[src/rdb_pkg.sv]
// rdb_pkg: shared constants for the reversible deque buffer
// command and status codes, default sizes; no dependencies
`timescale 1ns / 1ps
`default_nettype none

package rdb_pkg;

   // default sizes
   localparam int DEPTH_DEF     = 64;
   localparam int ELEM_BITS_DEF = 8;

   // fixed field widths
   localparam int OP_BITS     = 2;
   localparam int ITEM_BITS   = 8;
   localparam int STATUS_BITS = 2;

   // command codes
   localparam logic [OP_BITS-1:0] OP_LOAD    = 2'd0;
   localparam logic [OP_BITS-1:0] OP_REVERSE = 2'd1;
   localparam logic [OP_BITS-1:0] OP_DELETE  = 2'd2;
   localparam logic [OP_BITS-1:0] OP_FINISH  = 2'd3;

   // case status codes
   localparam logic [STATUS_BITS-1:0] ST_OK           = 2'd0;
   localparam logic [STATUS_BITS-1:0] ST_EMPTY_DELETE = 2'd1;
   localparam logic [STATUS_BITS-1:0] ST_OVERFLOW     = 2'd2;
   localparam logic [STATUS_BITS-1:0] ST_UNUSED       = 2'd3;

endpackage : rdb_pkg

`default_nettype wire

[src/reversible_deque_buffer_unit.sv]
// reversible_deque_buffer_unit: top level of the reversible deque buffer
// depends on rdb_pkg, rdb_ram and rdb_ctrl
`timescale 1ns / 1ps
`default_nettype none

// Bounded deque of up to DEPTH elements with a reverse flag, held as a ring in
// one memory with a registered read. Each request beat carries a command in
// req_tuser: load appends req_tdata at the back, reverse toggles the flag,
// delete drops the front (the back while reversed), finish emits the list.
// Load, reverse and delete never stall the command side, so such beats are
// taken back to back. A delete on an empty list latches an error and later
// commands are ignored until finish; a load into a full list is dropped and
// flagged as overflow. Finish emits one response beat per element in the
// current order (tlast on the final one), or a single error beat, or a single
// empty-marker beat; it then clears the list, the flag and the status. While a
// finish run is in progress req_tready is low: one element leaves the memory
// per cycle while rsp_tready does not stall, bounded by the single memory read
// port. The output register lets the next command beat in while the final
// response beat still waits. No clearing pass follows reset; memory contents
// are only read where they were written.
module reversible_deque_buffer_unit
   import rdb_pkg::*;
#(
   parameter int DEPTH     = DEPTH_DEF,
   parameter int ELEM_BITS = ELEM_BITS_DEF,
   localparam int REQ_DATA_W = ((ELEM_BITS + 7) / 8) * 8,
   localparam int IDX_W      = (DEPTH > 1) ? $clog2(DEPTH) : 1
) (
   input  wire logic                    clock,
   input  wire logic                    reset,
   // command beats
   input  wire logic                    req_tvalid,
   output logic                         req_tready,
   input  wire logic [REQ_DATA_W-1:0]   req_tdata,   // value, zero padded
   input  wire logic [OP_BITS-1:0]      req_tuser,   // op
   // result beats
   output logic                         rsp_tvalid,
   input  wire logic                    rsp_tready,
   output logic      [ITEM_BITS-1:0]    rsp_tdata,   // item
   output logic      [STATUS_BITS:0]    rsp_tuser,   // status, list_empty
   output logic                         rsp_tlast    // last
);

   // memory connections
   logic                 wr_en;
   logic [IDX_W-1:0]     wr_addr;
   logic [ELEM_BITS-1:0] wr_data;
   logic                 rd_en;
   logic [IDX_W-1:0]     rd_addr;
   logic [ELEM_BITS-1:0] rd_data;

   logic [STATUS_BITS-1:0] rsp_status;
   logic                   rsp_empty;

   // element ring
   rdb_ram #(
      .WIDTH (ELEM_BITS),
      .DEPTH (DEPTH)
   ) u_ram (
      .clock   (clock),
      .wr_en   (wr_en),
      .wr_addr (wr_addr),
      .wr_data (wr_data),
      .rd_en   (rd_en),
      .rd_addr (rd_addr),
      .rd_data (rd_data)
   );

   // commands, pointers and drain
   rdb_ctrl #(
      .DEPTH     (DEPTH),
      .ELEM_BITS (ELEM_BITS)
   ) u_ctrl (
      .clock      (clock),
      .reset      (reset),
      .req_valid  (req_tvalid),
      .req_ready  (req_tready),
      .req_op     (req_tuser),
      .req_value  (req_tdata[ELEM_BITS-1:0]),
      .rsp_valid  (rsp_tvalid),
      .rsp_ready  (rsp_tready),
      .rsp_item   (rsp_tdata),
      .rsp_status (rsp_status),
      .rsp_empty  (rsp_empty),
      .rsp_last   (rsp_tlast),
      .wr_en      (wr_en),
      .wr_addr    (wr_addr),
      .wr_data    (wr_data),
      .rd_en      (rd_en),
      .rd_addr    (rd_addr),
      .rd_data    (rd_data)
   );

   // status in the low bits, empty marker flag above it
   assign rsp_tuser = {rsp_empty, rsp_status};

endmodule : reversible_deque_buffer_unit

`default_nettype wire

[src/rdb_ram.sv]
// rdb_ram: generic single-write, single-read memory with registered read
// no dependencies
`timescale 1ns / 1ps
`default_nettype none

module rdb_ram #(
   parameter int WIDTH = 8,
   parameter int DEPTH = 64,
   localparam int AW = (DEPTH > 1) ? $clog2(DEPTH) : 1
) (
   input  wire logic             clock,
   input  wire logic             wr_en,
   input  wire logic [AW-1:0]    wr_addr,
   input  wire logic [WIDTH-1:0] wr_data,
   input  wire logic             rd_en,
   input  wire logic [AW-1:0]    rd_addr,
   output logic      [WIDTH-1:0] rd_data
);

   logic [WIDTH-1:0] mem_ff [DEPTH];
   logic [WIDTH-1:0] rd_data_ff;

   always_ff @(posedge clock) begin
      if (wr_en) begin
         mem_ff[wr_addr] <= wr_data;
      end
      // read data holds while no read is issued
      if (rd_en) begin
         rd_data_ff <= mem_ff[rd_addr];
      end
   end

   assign rd_data = rd_data_ff;

endmodule : rdb_ram

`default_nettype wire

[src/rdb_ctrl.sv]
// rdb_ctrl: command handling, ring pointers and finish drain sequencer
// depends on rdb_pkg; drives the element memory rdb_ram
`timescale 1ns / 1ps
`default_nettype none

module rdb_ctrl
   import rdb_pkg::*;
#(
   parameter int DEPTH     = DEPTH_DEF,
   parameter int ELEM_BITS = ELEM_BITS_DEF,
   localparam int IDX_W = (DEPTH > 1) ? $clog2(DEPTH) : 1,
   localparam int CNT_W = $clog2(DEPTH + 1)
) (
   input  wire logic                   clock,
   input  wire logic                   reset,
   // command side
   input  wire logic                   req_valid,
   output logic                        req_ready,
   input  wire logic [OP_BITS-1:0]     req_op,
   input  wire logic [ELEM_BITS-1:0]   req_value,
   // result side
   output logic                        rsp_valid,
   input  wire logic                   rsp_ready,
   output logic      [ITEM_BITS-1:0]   rsp_item,
   output logic      [STATUS_BITS-1:0] rsp_status,
   output logic                        rsp_empty,
   output logic                        rsp_last,
   // element memory
   output logic                        wr_en,
   output logic      [IDX_W-1:0]       wr_addr,
   output logic      [ELEM_BITS-1:0]   wr_data,
   output logic                        rd_en,
   output logic      [IDX_W-1:0]       rd_addr,
   input  wire logic [ELEM_BITS-1:0]   rd_data
);

   localparam logic S_IDLE  = 1'b0;
   localparam logic S_DRAIN = 1'b1;

   localparam logic [CNT_W-1:0] FULL_CNT = CNT_W'(DEPTH);
   localparam logic [IDX_W-1:0] LAST_IDX = IDX_W'(DEPTH - 1);

   // ring position of idx + off, both in range so one subtract wraps it
   function automatic logic [IDX_W-1:0] wrap_add(input logic [IDX_W-1:0] idx,
                                                 input logic [CNT_W-1:0] off);
      logic [CNT_W:0] sum;
      sum = (CNT_W + 1)'(idx) + (CNT_W + 1)'(off);
      if (sum >= (CNT_W + 1)'(DEPTH)) begin
         sum = sum - (CNT_W + 1)'(DEPTH);
      end
      return IDX_W'(sum);
   endfunction

   logic                   state_ff, state_in;
   logic [IDX_W-1:0]       head_ff, head_in;
   logic [CNT_W-1:0]       count_ff, count_in;
   logic                   rev_ff, rev_in;
   logic [STATUS_BITS-1:0] cstat_ff, cstat_in;
   // drain sequencer
   logic [IDX_W-1:0]       rd_ptr_ff, rd_ptr_in;
   logic [CNT_W-1:0]       remain_ff, remain_in;
   logic                   marker_ff, marker_in;
   logic [STATUS_BITS-1:0] run_stat_ff, run_stat_in;
   logic                   run_empty_ff, run_empty_in;
   logic                   pend_ff, pend_in;
   logic                   pend_last_ff, pend_last_in;
   // output register
   logic                   out_valid_ff, out_valid_in;
   logic [ITEM_BITS-1:0]   out_item_ff, out_item_in;
   logic [STATUS_BITS-1:0] out_stat_ff, out_stat_in;
   logic                   out_empty_ff, out_empty_in;
   logic                   out_last_ff, out_last_in;

   logic accept;
   logic out_free;
   logic moved;
   logic issue;
   logic marker_go;

   assign req_ready = (state_ff == S_IDLE);
   assign accept    = req_valid && req_ready;
   assign out_free  = !out_valid_ff || rsp_ready;
   // memory read data moves into the output register
   assign moved     = pend_ff && out_free;
   // a read may start once the held read data is free or moving
   assign issue     = (state_ff == S_DRAIN) && (remain_ff != '0) && (!pend_ff || moved);
   assign marker_go = (state_ff == S_DRAIN) && marker_ff && out_free;

   assign wr_data = req_value;
   assign rd_en   = issue;
   assign rd_addr = rd_ptr_ff;

   always_comb begin
      head_in      = head_ff;
      count_in     = count_ff;
      rev_in       = rev_ff;
      cstat_in     = cstat_ff;
      rd_ptr_in    = rd_ptr_ff;
      remain_in    = remain_ff;
      marker_in    = marker_ff;
      run_stat_in  = run_stat_ff;
      run_empty_in = run_empty_ff;
      wr_en        = 1'b0;
      wr_addr      = wrap_add(head_ff, count_ff);

      if (accept) begin
         if (req_op == OP_FINISH) begin
            run_stat_in  = cstat_ff;
            run_empty_in = 1'b0;
            if (cstat_ff == ST_EMPTY_DELETE) begin
               marker_in = 1'b1;
            end else if (count_ff == '0) begin
               marker_in    = 1'b1;
               run_empty_in = 1'b1;
            end else begin
               remain_in = count_ff;
               rd_ptr_in = rev_ff ? wrap_add(head_ff, count_ff - CNT_W'(1)) : head_ff;
            end
            head_in  = '0;
            count_in = '0;
            rev_in   = 1'b0;
            cstat_in = ST_OK;
         end else if (cstat_ff != ST_EMPTY_DELETE) begin
            case (req_op)
               OP_LOAD: begin
                  if (count_ff == FULL_CNT) begin
                     if (cstat_ff == ST_OK) begin
                        cstat_in = ST_OVERFLOW;
                     end
                  end else begin
                     wr_en    = 1'b1;
                     count_in = count_ff + CNT_W'(1);
                  end
               end
               OP_REVERSE: begin
                  rev_in = !rev_ff;
               end
               OP_DELETE: begin
                  if (count_ff == '0) begin
                     cstat_in = ST_EMPTY_DELETE;
                  end else begin
                     if (!rev_ff) begin
                        head_in = wrap_add(head_ff, CNT_W'(1));
                     end
                     count_in = count_ff - CNT_W'(1);
                  end
               end
               default: begin
               end
            endcase
         end
      end

      if (issue) begin
         remain_in = remain_ff - CNT_W'(1);
      end
   end

   // read pointer direction is fixed for the whole run
   logic run_rev_ff, run_rev_in;

   always_comb begin
      run_rev_in   = run_rev_ff;
      pend_in      = issue || (pend_ff && !moved);
      pend_last_in = pend_last_ff;
      if (accept && (req_op == OP_FINISH)) begin
         run_rev_in = rev_ff;
      end
      if (issue) begin
         pend_last_in = (remain_ff == CNT_W'(1));
      end
   end

   logic [IDX_W-1:0] ptr_step;

   always_comb begin
      if (run_rev_ff) begin
         ptr_step = (rd_ptr_ff == '0) ? LAST_IDX : rd_ptr_ff - IDX_W'(1);
      end else begin
         ptr_step = (rd_ptr_ff == LAST_IDX) ? '0 : rd_ptr_ff + IDX_W'(1);
      end
   end

   logic [IDX_W-1:0] rd_ptr_next;
   assign rd_ptr_next = issue ? ptr_step : rd_ptr_in;

   always_comb begin
      out_valid_in = out_valid_ff;
      out_item_in  = out_item_ff;
      out_stat_in  = out_stat_ff;
      out_empty_in = out_empty_ff;
      out_last_in  = out_last_ff;
      if (moved) begin
         out_valid_in = 1'b1;
         out_item_in  = ITEM_BITS'(rd_data);
         out_stat_in  = run_stat_ff;
         out_empty_in = 1'b0;
         out_last_in  = pend_last_ff;
      end else if (marker_go) begin
         out_valid_in = 1'b1;
         out_item_in  = '0;
         out_stat_in  = run_stat_ff;
         out_empty_in = run_empty_ff;
         out_last_in  = 1'b1;
      end else if (rsp_ready) begin
         out_valid_in = 1'b0;
      end
   end

   logic marker_next;
   assign marker_next = marker_go ? 1'b0 : marker_in;

   // run is over once nothing is left to read, hold or mark
   always_comb begin
      state_in = state_ff;
      if (accept && (req_op == OP_FINISH)) begin
         state_in = S_DRAIN;
      end else if ((state_ff == S_DRAIN) && (remain_in == '0) && !pend_in && !marker_next) begin
         state_in = S_IDLE;
      end
   end

   always_ff @(posedge clock) begin
      if (reset) begin
         state_ff     <= S_IDLE;
         head_ff      <= '0;
         count_ff     <= '0;
         rev_ff       <= 1'b0;
         cstat_ff     <= ST_OK;
         remain_ff    <= '0;
         marker_ff    <= 1'b0;
         pend_ff      <= 1'b0;
         out_valid_ff <= 1'b0;
      end else begin
         state_ff     <= state_in;
         head_ff      <= head_in;
         count_ff     <= count_in;
         rev_ff       <= rev_in;
         cstat_ff     <= cstat_in;
         remain_ff    <= remain_in;
         marker_ff    <= marker_next;
         pend_ff      <= pend_in;
         out_valid_ff <= out_valid_in;
      end
   end

   always_ff @(posedge clock) begin
      rd_ptr_ff    <= rd_ptr_next;
      run_rev_ff   <= run_rev_in;
      run_stat_ff  <= run_stat_in;
      run_empty_ff <= run_empty_in;
      pend_last_ff <= pend_last_in;
      out_item_ff  <= out_item_in;
      out_stat_ff  <= out_stat_in;
      out_empty_ff <= out_empty_in;
      out_last_ff  <= out_last_in;
   end

   assign rsp_valid  = out_valid_ff;
   assign rsp_item   = out_item_ff;
   assign rsp_status = out_stat_ff;
   assign rsp_empty  = out_empty_ff;
   assign rsp_last   = out_last_ff;

endmodule : rdb_ctrl

`default_nettype wire

[config.mk]
export PLATFORM = sky130hd
export DESIGN_NAME = reversible_deque_buffer_unit
export DESIGN_NICKNAME = d
export VERILOG_FILES = /design/src/rdb_pkg.sv /design/src/reversible_deque_buffer_unit.sv /design/src/rdb_ram.sv /design/src/rdb_ctrl.sv
export SDC_FILE = /design/constraint.sdc
export NUM_CORES = 1
export LEC_CHECK = 0
export BUFFER_PORTS_ARGS = -buffer_cell sky130_fd_sc_hd__buf_2
export CAP_MARGIN = 10
export CORE_AREA = 2 2 195 197
export DETAILED_ROUTE_END_ITERATION = 10
export DIE_AREA = 0 0 197 199
export GPL_TIMING_DRIVEN = 1
export PLACE_DENSITY = 0.82
export SLEW_MARGIN = 20
export SYNTH_ARGS = -nofsm -noshare
export SYNTH_HDL_FRONTEND = slang
export SYNTH_SLANG_ARGS = --single-unit
[constraint.sdc]
create_clock -name clock -period 2.9 [get_ports clock]
set_input_delay 0.87 -clock clock [delete_from_list [all_inputs] [get_ports clock]]
set_output_delay 0.87 -clock clock [all_outputs]
set_load 0.01 [all_outputs]
Yosys cells after proc, flatten, opt, wreduce, memory -nomap -nowiden
Memory sizes are Yosys's and may differ from the RTL's. A register that Yosys moved wholly into a read port is not among the register bits. Cells that the tools add are included.

$add $sub $neg: 11. Order comparisons: 3. Equal/unequal tests: 17. Multiplexer cells: 60. Bitwise logic cells: 1. Reduce and logical (&&, ||, !) cells: 41.

Operators by type and width (number): 6-bit two-way mux (17); 7-bit two-way mux (9); 6-bit by 1-bit subtractor with 6-bit output, second input constant (4); 1-bit two-way mux (23); 6-bit by 7-bit adder with 8-bit output (2); 8-bit by 7-bit greater-or-equal comparator with 1-bit output, second input constant (2); 8-bit two-way mux (2); 7-bit zero test (2); 2-bit two-way mux (7); 7-bit case mux with 2 select lines (1); 2-bit nonzero test (7); 7-bit by 1-bit subtractor with 7-bit output, second input constant (2); 1-bit logical AND (11); 5-bit AND reduction (2); 3-bit by 1-bit != test with 1-bit output, second input constant (3); 6-bit by 1-bit adder with 7-bit output, second input constant (1); 7-bit by 1-bit adder with 7-bit output, second input constant (1); 7-bit by 1-bit equality test with 1-bit output, second input constant (1); 7-bit equality test, second input constant (1); 7-bit greater-or-equal comparator, second input constant (1); 7-bit nonzero test (1); 6-bit by 1-bit adder with 6-bit output, second input constant (1); 6-bit equality test, second input constant (1); 1-bit zero test (6); 15 further kinds (25).

Register bits: 50. RAM bits: 512. Input bits: 14. Output and inout bits: 14. Word-level logic and storage cells: 152. Memories kept: 1.

Memory list: u_ram.mem_ff (depth 64, bits a word 8, read ports 1, clocked after Yosys merged registers in 1, wr ports 1, line rdb_ram.sv:20) `logic [WIDTH-1:0] mem_ff [DEPTH];`.

Logic depth before layout (Yosys ltp)
Word-level depth: 12. Depth in mapped cells: 12. Mapped depth without buffers: 10.

Hierarchy
From an unflattened synthesis, not the netlist that was laid out.

Cells, all modules: 1331. Area, all modules: 23656.4 um^2.

Modules (own cells, without submodules): rdb_ram (times used 1, cells an instance 940, area an instance 20246.9 um^2, sequential area each 15615.0 um^2); rdb_ctrl (times used 1, cells an instance 390, area an instance 3402.0 um^2, sequential area each 1221.2 um^2); reversible_deque_buffer_unit (times used 1, cells an instance 1, area an instance 7.5 um^2, sequential area each 0.0 um^2).

Least setup slack after synthesis
No wires, ideal clock.

Path type: reg-to-reg. Start: register u_ctrl.head_ff[1]. End: memory u_ram.mem_ff[0][0], enable pin. Setup time: 0.370 ns. Data arrival time: 2.280 ns. Path slack: 0.249 ns. Cell stages (with the launch flop): 8. Cells stage by stage: dfxtp_1 -> ha_1 -> a21o_1 -> a21o_1 -> a2111o_1 -> o211ai_1 -> nand2_1 -> nor2_1.

Word-level cells in the longest chain between the ends: 3.

Ends and longest elaborated chain: start: declaration (line rdb_ctrl.sv:55) `logic [IDX_W-1:0] head_ff, head_in;`; start signal: assignment (line rdb_ctrl.sv:236) `head_ff <= head_in;`; 6-bit by 7-bit adder with 8-bit output (*) (line rdb_ctrl.sv:47) `sum = (CNT_W + 1)'(idx) + (CNT_W + 1)'(off);`; 8-bit by 7-bit greater-or-equal comparator with 1-bit output or 6-bit by 1-bit subtractor with 6-bit output (tied branches) (line rdb_ctrl.sv:48, rdb_ctrl.sv:49); 6-bit two-way mux (*) (line rdb_ctrl.sv:48) `if (sum >= (CNT_W + 1)'(DEPTH)) begin`; end: declaration (line rdb_ram.sv:20).

Mark *: on every way between the ends. The rest lies on a longest branch, timed or not.

Final worst setup path
Start: register u_ctrl.count_ff[1]. End: memory u_ram.mem_ff[16][0], enable pin.

Word-level cells in the longest chain between the ends: 8.

Ends and longest elaborated chain: start: declaration (line rdb_ctrl.sv:56) `logic [CNT_W-1:0] count_ff, count_in;`; start signal: assignment (line rdb_ctrl.sv:237) `count_ff <= count_in;`; branches (longest 8 deep; another with 6-bit by 7-bit adder with 8-bit output).

Several ways; the timed one is not identified.

==> metrics list <==
- Along the worst path, the maximum fanout reaches 8.
- Distinct cell type count of the synthesized netlist: 54
* Max-cap violations: 0
- For the worst setup path, the data required time is 3.20 ns.
* Cell area after synthesis: approximately 0.023 mm²
* Seq/Total Area, Yosys: a little over 70%
* H-tree Lvls: 2
- In this run the mean area of a mapped cell was 19.10 µm².
- For this block, the via count after detailed routing is 13070.
- Prevailing post-synth register cell: sky130_fd_sc_hd__edfxtp_1
* Most frequent cells after synthesis: sky130_fd_sc_hd__edfxtp_1 (542), sky130_fd_sc_hd__mux4_2 (152), sky130_fd_sc_hd__nor2_1 (103), sky130_fd_sc_hd__nand2_1 (44), sky130_fd_sc_hd__a21oi_1 (41)
* Total clock sinks: 570
- Std-Cell Core Area: 0.03713 mm²
- Flops & latches, synth: 570
- Sequential share of power: 53.1%
* Max-slew violation count: 0
- Area share of the leading cell type in the synthesized netlist: 70.14%
- Worst setup slack before clock tree synthesis: 0.1313 ns
- Router iterations before antenna repair: 7
- Data on the critical path arrives at its endpoint at 3.18 ns.
- The die covers approximately 0.039 mm².
- Post-synthesis net count: 1251
- The most critical setup path has its startpoint at u_ctrl.count_ff[1]$_SDFFE_PP0P_.
* Warnings from Yosys: 0
- Clock network power share: 40.9%
- Total negative slack: 0 ns
- Pwr Density: 641.2 mW/mm²
* Count of buffers from port buffering: 27
- CTS tree: done
* Final setup violation count: 0
- The worst hold path belongs to the class flip-flop to flip-flop.
- Largest area contributor in the netlist: sky130_fd_sc_hd__edfxtp_1
- Average detailed-routed wire length per instance: just under 30 µm
- Layout Skew: 0.01965 ns
* Count of pins on the block boundary: 28
- In this run the critical register-to-register path is launched from u_ctrl.count_ff[1]$_SDFFE_PP0P_.
* Cell with the most instances after synthesis: sky130_fd_sc_hd__edfxtp_1
- Of the total power, the share spent switching nets is 21.39%.
- For this block, the routed nets add up to 55670 µm of wire.
* Most area-consuming cells after synthesis: sky130_fd_sc_hd__edfxtp_1 (70%), sky130_fd_sc_hd__mux4_2 (15%), sky130_fd_sc_hd__dfxtp_1 (2.4%)
- Setup repair after global routing missed its margin: true
- Comb power frac: 6.0%
- The initial utilization of the core area, before any placement, comes to 62.49%.
- STA classifies the critical path endpoint as a flip-flop.
- In the final design database the tool counted 1422 nets.
* Overall track demand over capacity in global routing: 29.30%
- The worst setup path is of the flip-flop to flip-flop kind.
* CTS Root Cell: sky130_fd_sc_hd__clkbuf_16
* GRT overflow: 0
- Result of the run: finished clean
- Counting flops with an async set or reset pin after synthesis yields a share of 0%.
* Cell internal power dissipation: 13460 µW
- The HPWL after detailed placement is 33320 µm.
- EDFF count, synth: 542
- The final critical path takes up 99.14% of the cycle.
- Row count: 71
- Number of DRC markers after the initial detailed-route iteration: 1735
- After clock tree synthesis, the clock-pin slew on the worst setup and hold paths is approximately 0.060 ns.
- The worst path needs 2.875 ns of the cycle, external delays included.
* Clock buffer count from CTS: between 50 and 60
* P_leak: approximately 0.0089 µW
- IR analysis of the VDD net gives a maximum drop of 908.9 µV.
- The post-route netlist has 28.85% of its cells at a drive strength greater than 1.
- Number of vias per cell: just under 7
* Final weighted congestion of routability-driven global placement: 0.8971
- STA classifies the critical path startpoint as a flip-flop.
* Max-Slew Margin vs Limit: 45.33%
- Pin count of the biggest net entering global routing: 65
- Number of standard cells after synthesis: 1215
- For this run, the top clock speed supported by timing is 347.8 MHz.
* Die Wd: 197 µm
- Compared with the post-synthesis result, the final layout area differs by 15.07%.
- At the later pin of the worst-skew pair, clock insertion delay measures 0.60 ns.
- Filler instances: 2071
* Switching power: 3663 µW
- Setup slack closes at 0.02494 ns.
- Measured along the y axis, the die boundary spans 199 µm.
- Wire length of the first global-routing pass: 82720 µm
- The worst hold path begins at u_ctrl.run_stat_ff[1]$_DFFE_PP_.
- No sink is reached through more buffers than the 3 on the longest clock path.
* Pin slew with the least headroom to its limit: 0.8170 ns
- Final routed DRC violation total: 0
* Number of hold-slack violations in the final timing report: 0
- Number of antenna violations at the first check in global routing: 1
- The number of global-route vias before repair came to 12970.
- Post-route antenna net violation count: 0
==> per-stage QoR <==
stage / total power (µW) / hold WS, ns / std cells / util [%] / instance area, µm²
2_1_floorplan: 9844 / 0.4003 / 1215 / - / 23200
3_3_place_gp: 10230 / 0.4029 / 1804 / 67.19 / 24950
3_5_place_dp: 10260 / 0.4057 / 1804 / 67.19 / 24950
4_1_cts: 17160 / 0.4201 / 1902 / 71.86 / 26690
5_1_grt: 17510 / 0.4282 / 1902 / 71.90 / 26700
6_report: 17120 / 0.4197 / 1903 / 71.91 / 26700
==> cell usage in the layout (no fill, tap or decap), drive strengths merged, types with 8 or more instances in the layout <==
| master | instances |
|---|---|
| inv | 14 |
| nor2 | 103 |
| ha | 20 |
| nand2 | 44 |
| dfxtp | 28 |
| clkinv | 23 |
| nand2b | 10 |
| o21ai | 15 |
| mux4 | 152 |
| xor2 | 10 |
| a22oi | 19 |
| nand3 | 12 |
| clkbuf | 64 |
| and3 | 12 |
| nor3 | 10 |
| mux2i | 21 |
| nor2b | 11 |
| buf | 172 |
| a21o | 8 |
| a211oi | 9 |
| edfxtp | 542 |
| a21oi | 41 |
| xnor2 | 12 |
==> area by class of cell <==
cell class | instances | area (µm²) | area share [%]
Multi-Input combinational cell | 575 | 6048 | 22.65
Sequential cell | 570 | 16840 | 63.05
Clock buffer | 64 | 1410 | 5.281
Tap cell | 474 | 593.1 | 2.221
Inverter | 13 | 48.80 | 0.1827
Antenna cell | 1 | 2.502 | 0.009372
Timing Repair Buffer | 172 | 1436 | 5.379
Clock inverter | 34 | 326.6 | 1.223
==> power groups by stage <==
stage / clock network [µW] / registers (µW) / logic, µW
final: 7000 / 9100 / 1020
after global routing: 7330 / 9100 / 1090
after CTS: 7060 / 9090 / 1010
after detailed placement: 0 / 9270 / 991
after global placement: 0 / 9260 / 962
after floorplan: 0 / 9250 / 596
==> kinds of logic (layout without fill, tap and decap cells) <==
logic type	after synthesis	count (layout)	synth area share [%]
AOI/OAI and AO/OA	131	131	3.726
xor gates and xnor gates	22	22	0.8303
adders and majority gates	22	22	1.251
buffers and inverters	70	283	1.472
DFF	570	570	72.55
muxes	173	173	15.66
other	0	1	0
and+or+nand+nor	227	227	4.508
==> flip-flops by register name, indices dropped and copies added (netlist names), 2 cells and up <==
| signal | count |
|---|---|
| u_ctrl.count_ff | 7 |
| u_ctrl.cstat_ff | 2 |
| u_ctrl.head_ff | 6 |
| u_ctrl.rd_addr | 6 |
| u_ctrl.remain_ff | 7 |
| u_ctrl.rsp_item | 8 |
| u_ctrl.rsp_status | 2 |
| u_ctrl.run_stat_ff | 2 |
| u_ram.mem_ff | 512 |
| u_ram.rd_data | 8 |
==> path summary, 6_finish.rpt <==
kind / to / slack (ns) / cells past startpoint
worst min register to register: u_ctrl.rsp_status[1]$_DFFE_PP_ / 0.42 / 0
worst max-delay path: u_ram.mem_ff[16][0]$_DFFE_PP_ / 0.02 / 8
worst max register to register: u_ram.mem_ff[16][0]$_DFFE_PP_ / 0.02 / 8
worst min-delay path: u_ctrl.rsp_status[1]$_DFFE_PP_ / 0.42 / 0
==> worst max-delay path: stages (launching register included) <==
cell and delay (ns):
sky130_fd_sc_hd__dfxtp_1 0.47, sky130_fd_sc_hd__ha_1 0.28, sky130_fd_sc_hd__a21o_1 0.17, sky130_fd_sc_hd__a21o_1 0.23, sky130_fd_sc_hd__a2111o_1 0.44, sky130_fd_sc_hd__o211ai_1 0.19, sky130_fd_sc_hd__nand2_1 0.33, sky130_fd_sc_hd__nor2_1 0.27
sky130_fd_sc_hd__buf_4 0.20
==> routing by layer <==
metal | GRT usage, % | wire length (µm) | up-vias
met1 | 38.67 | 20280 | 6680
met5 | 0 | 40 | -
li1 | - | - | 5308
met4 | 11.17 | 2305 | 2
met2 | 48.44 | 27560 | 907
met3 | 6.629 | 5490 | 174
==> timing repair <==
action | 4_1_cts | 5_1_grt
buffers inserted | 0 | 0
gates resized for setup | 0 | 5
endpoints found under the setup margin | 0 | 367
hold buffers | 0 | 0
hold endpoints to repair | 0 | 0
Note: power is estimated with default switching activity, not from simulation.
